<file path="src/hdl/amvt_pkg.sv">
package amvt_pkg;
  localparam int VALUE_WIDTH = 32;
  localparam int FRAC_BITS   = 16;
  localparam int NUM_ELEM    = 12;
  localparam int ELEM_W      = 4;
  localparam int NUM_LANES   = 3;
  localparam int PROD_W      = 2 * VALUE_WIDTH - FRAC_BITS;
  localparam int SUM_W       = PROD_W + 3;

  typedef logic signed [VALUE_WIDTH-1:0]   val_t;
  typedef logic signed [2*VALUE_WIDTH-1:0] full_t;
  typedef logic signed [PROD_W-1:0]        prod_t;
  typedef logic signed [SUM_W-1:0]         sum_t;
  typedef logic [ELEM_W-1:0]               elem_t;

  typedef enum logic [3:0] {
    REQ_VERTEX   = 4'd0,
    REQ_IDENTITY = 4'd1,
    REQ_SCALE    = 4'd2,
    REQ_AXIS     = 4'd3,
    REQ_TRANS    = 4'd4,
    REQ_ROTX     = 4'd5,
    REQ_ROTY     = 4'd6,
    REQ_ROTZ     = 4'd7,
    REQ_LOAD     = 4'd8,
    REQ_MULT     = 4'd9
  } req_t;

  // three products (optionally negated) plus two addends
  typedef struct packed {
    val_t [2:0] a;
    val_t [2:0] b;
    logic [2:0] neg;
    val_t       add0;
    val_t       add1;
  } lane_op_t;

  localparam val_t VAL_MAX = {1'b0, {(VALUE_WIDTH-1){1'b1}}};
  localparam val_t VAL_MIN = {1'b1, {(VALUE_WIDTH-1){1'b0}}};
  localparam val_t ONE = (FRAC_BITS < VALUE_WIDTH - 1) ?
                         val_t'(64'd1 << FRAC_BITS) : VAL_MAX;

  function automatic val_t sat(input sum_t s);
    if (s > sum_t'(VAL_MAX)) return VAL_MAX;
    if (s < sum_t'(VAL_MIN)) return VAL_MIN;
    return val_t'(s);
  endfunction
endpackage

</file>
<file path="src/hdl/amvt_out_if.sv">
interface amvt_out_if import amvt_pkg::*; ();
  logic valid;
  logic ready;
  val_t out_x;
  val_t out_y;
  val_t out_z;
  logic out_last;

  modport source (output valid, out_x, out_y, out_z, out_last, input ready);
  modport sink (input valid, out_x, out_y, out_z, out_last, output ready);
endinterface

</file>
<file path="src/hdl/amvt_merge.sv">
module amvt_merge import amvt_pkg::*; (
  input  logic  clk,
  input  logic  rst,
  input  logic  issue,
  input  logic  last,
  input  val_t  lane_res [NUM_LANES],
  output logic  adv,
  output logic  pipe_empty,
  amvt_out_if.source item_out
);
  logic v1;
  logic last1;
  logic ovalid;
  logic olast;

  assign adv        = !ovalid || item_out.ready;
  assign pipe_empty = !v1 && !ovalid;

  always_ff @(posedge clk) begin
    if (rst) begin
      v1     <= 1'b0;
      ovalid <= 1'b0;
    end else if (adv) begin
      v1     <= issue;
      ovalid <= v1;
    end
    if (adv) begin
      last1 <= last;
      olast <= last1;
    end
  end

  assign item_out.valid    = ovalid;
  assign item_out.out_x    = lane_res[0];
  assign item_out.out_y    = lane_res[1];
  assign item_out.out_z    = lane_res[2];
  assign item_out.out_last = olast;
endmodule

</file>
<file path="src/flat_wrapper.sv">
// flat-port wrapper written by rule: the top's interface ports become plain ports
module amvt_merge_flat import amvt_pkg::*;
  (clk, rst, issue, last, lane_res, adv, pipe_empty, item_out_valid, item_out_out_x, item_out_out_y, item_out_out_z, item_out_out_last, item_out_ready);
  amvt_out_if item_out_i ();
  input  logic clk;
  input  logic rst;
  input  logic issue;
  input  logic last;
  input  val_t lane_res[NUM_LANES];
  output logic adv;
  output logic pipe_empty;
  output wire logic [$bits(item_out_i.valid)-1:0] item_out_valid;
  output wire logic [$bits(item_out_i.out_x)-1:0] item_out_out_x;
  output wire logic [$bits(item_out_i.out_y)-1:0] item_out_out_y;
  output wire logic [$bits(item_out_i.out_z)-1:0] item_out_out_z;
  output wire logic [$bits(item_out_i.out_last)-1:0] item_out_out_last;
  input wire logic [$bits(item_out_i.ready)-1:0] item_out_ready;
  assign item_out_valid = item_out_i.valid;
  assign item_out_out_x = item_out_i.out_x;
  assign item_out_out_y = item_out_i.out_y;
  assign item_out_out_z = item_out_i.out_z;
  assign item_out_out_last = item_out_i.out_last;
  assign item_out_i.ready = item_out_ready;
  amvt_merge u_core (.clk(clk), .rst(rst), .issue(issue), .last(last), .lane_res(lane_res), .adv(adv), .pipe_empty(pipe_empty), .item_out(item_out_i));
endmodule
</file>
<file path="config.mk">
export PLATFORM = sky130hd
export DESIGN_NAME = amvt_merge_flat
export DESIGN_NICKNAME = d
export VERILOG_FILES = /design/src/hdl/amvt_pkg.sv /design/src/hdl/amvt_out_if.sv /design/src/hdl/amvt_merge.sv /design/src/flat_wrapper.sv
export SDC_FILE = /design/constraint.sdc
export NUM_CORES = 1
export LEC_CHECK = 0
export BUFFER_PORTS_ARGS = -buffer_cell sky130_fd_sc_hd__clkbuf_2
export CORE_AREA = 2 2 79 81
export DETAILED_ROUTE_END_ITERATION = 16
export DIE_AREA = 0 0 81 83
export GPL_ROUTABILITY_DRIVEN = 1
export SLEW_MARGIN = 40
export SYNTH_ARGS = -nofsm -noshare
export SYNTH_HDL_FRONTEND = slang
export SYNTH_SLANG_ARGS = --single-unit
</file>
<file path="constraint.sdc">
create_clock -name clk -period 1 [get_ports clk]
set_input_delay 0.05 -clock clk [delete_from_list [all_inputs] [get_ports clk]]
set_output_delay 0.05 -clock clk [all_outputs]
set_load 0.03 [all_outputs]
</file>
==> flow_summary.toml <==
[layout]
areaGrowthSynthToFinish_pct = -62.2
drive_above_1_share_pct = 56.5
utilization_pct = 5.62
final_cell_mix = "clkbuf_2 (8), clkbuf_8 (3), inv_1 (2), edfxtp_1 (2)"
layout_commonest_cell = "clkbuf_2"
num_antenna_cells = 0
final_area_um2 = 327
num-nets-final = 125

[cts]
cts.sinks = 4
clock_path_buffers = 2
clk_pin_slew_ns = 0.04
hold_buffers = 0
clkLatencyLatePin_ns = 0.22
root_buffer = "clkbuf_8"
cts_tree = "yes"
post_cts_buffers = 0
cts_htree_levels = 1
cts_buffers = 3
ctsResizeCount = 0

[drt]
ant_nets = 0
drt-total-wl_mm = 1.48
route.detailed.drc = 0
dr.pass1.iters = 2
wire_per_inst_um = 15.1
first_iter_violations = 14
via_per_inst = 2.92
num_vias = 286

[grt]
grt_max_degree = 6
grt_pass1_vias = 307
gr-total-overflow = 0
antenna_found_initial = 0
track_usage_pct = 3.90
grt_pass1_wl_mm = 1.84

[sta]
setup_ws_ns = 0.0708
hold_viol = 0
setup_violations = 0
whs_ns = 0.0224
max_freq_ghz = 1.08
rsz0062_at_grt = "no"
setup_tns_ns = 0
maxSlewViolCount = 0
slew-limit-headroom_pct = 88.3
worst_pin_slew_ns = 0.176
finalCriticalPeriod_ns = 0.929
fin_skew_ns = 0.00924
finalCritPeriodShare_pct = 92.9

[place]
port_buffers = 8
gp_congestion = 0.430
place_area_um2 = 282
dp_hpwl_mm = 1.15
pre_cts_ws_ns = 0.200

[synth]
synth_nets = 208
syn_avg_cell_area_um2 = 8.08
ys_seq_elements = 4
yosysUniqueCellTypes = 9
synth_cells = 107
synth.largest_area_cell = "buf_4"
yosys_warnings = 0
yosys.area.top_type_share_pct = 83.4
yosysSeqAreaShare_pct = 11.6
synth_area_um2 = 865
synthTopCellsByArea = "buf_4 (83%), edfxtp_1 (6.9%), dfxtp_1 (4.6%)"

[power]
p_comb_share_pct = 9.1
power_density_nw_per_um2 = 1860
clockPowerShare_pct = 59.3
vdd_drop_max_mv = 0.517
switching_share_pct = 21.5
p_seq_share_pct = 31.6
p_switching_uw = 131
power_leakage_uw = 0.000116
intPower_uw = 478

[critical_path]
crit_type = "reg2out"
path_cells = "nand2b_2, clkbuf_2"
crit_path_max_incr_delay_ns = 0.32
cp.required_ns = 0.95
crit_fanout = 5
slowest_stage = "dfxtp_2"
endpoint_kind = "output pin"
start_kind = "flop"
arrival_ns = 0.88

[hold_path]
hp-class = "in2reg"

[floorplan]
die_x_um = 81
pin_count = 201
die_h_um = 83
coreArea_um2 = 5820
start_util_pct = 14.9
rows = 28
die-area_um2 = 6720

[job]
max_cap_violations = 0

[status]
status = "finished, final reports clean"
==> cell usage after synthesis <==
library cell,instances
a31o_1,1
edfxtp_1,2
nand2b_1,1
inv_1,2
nor2_1,1
buf_4,96
a21oi_1,1
and4bb_1,1
dfxtp_1,2
==> state kept, by name, indices dropped and copies added, names as in the netlist <==
signal / count
u_core.item_out.out_last: 1
u_core.item_out.valid: 1
u_core.v1: 1
u_core.last1: 1
==> per-stage QoR <==
stage	power, µW	cells
after CTS	619	98
after global placement	249	94
final	608	98
after detailed placement	249	94
after floorplan	946	107
after global routing	637	98
==> power by group through the flow <==
stage               sequential (µW)  combinational (µW)  clock [µW]
global route                    193                58.9         385
detailed placement              194                55.2           0
floorplan                       205                 741           0
global placement                194                55.3           0
CTS                             192                55.8         372
finish                          192                55.4         361
==> area by class of cell <==
type / instances / area [µm²]
inverter: 2 / 7.51
clock buffer: 4 / 45.0
fill: 701 / 5490
sequential: 4 / 101
multi-input combinational: 5 / 38.8
tap: 75 / 93.8
timing repair buffer: 8 / 40.0
==> metal layers <==
metal | GRT usage, % | vias to the layer above | part of all wire [%] | routed length (µm)
li1 | - | 62 | - | -
met1 | 0.788 | 93 | 14 | 214
met2 | 3.08 | 85 | 31 | 453
met3 | 7.28 | 46 | 36 | 530
met4 | 8.78 | 0 | 19 | 280
met5 | 0 | - | 0 | 0
==> critical path: cells and delay by family (launching register included) <==
| family | cells | cell delay (ns) |
|---|---|---|
| buffers and inverters | 1 | 0.23 |
| AND/OR/NAND/NOR | 1 | 0.12 |
| flip-flops | 1 | 0.32 |
==> path summary, 6_finish.rpt <==
kind / from / to / slack [ns] / cells past startpoint
setup / recovery: u_core.item_out.valid / adv / 0.07 / 2
hold / removal: last / u_core.last1 / 0.02 / 1
hold reg to reg: u_core.last1 / u_core.item_out.out_last / 0.43 / 0
setup reg to reg: u_core.item_out.valid / u_core.v1 / 0.20 / 2
==> kinds of logic (layout without fill, tap and decap cells) <==
kind of cell,count (synthesis),in the layout,synth area share (%)
and+or+nand+nor,3,3,2.60
DFF,4,4,11.6
buffers and inverters,98,14,84.2
AOI/OAI and AO/OA,2,2,1.59
No activity file was read; power rests on OpenSTA's default activity.
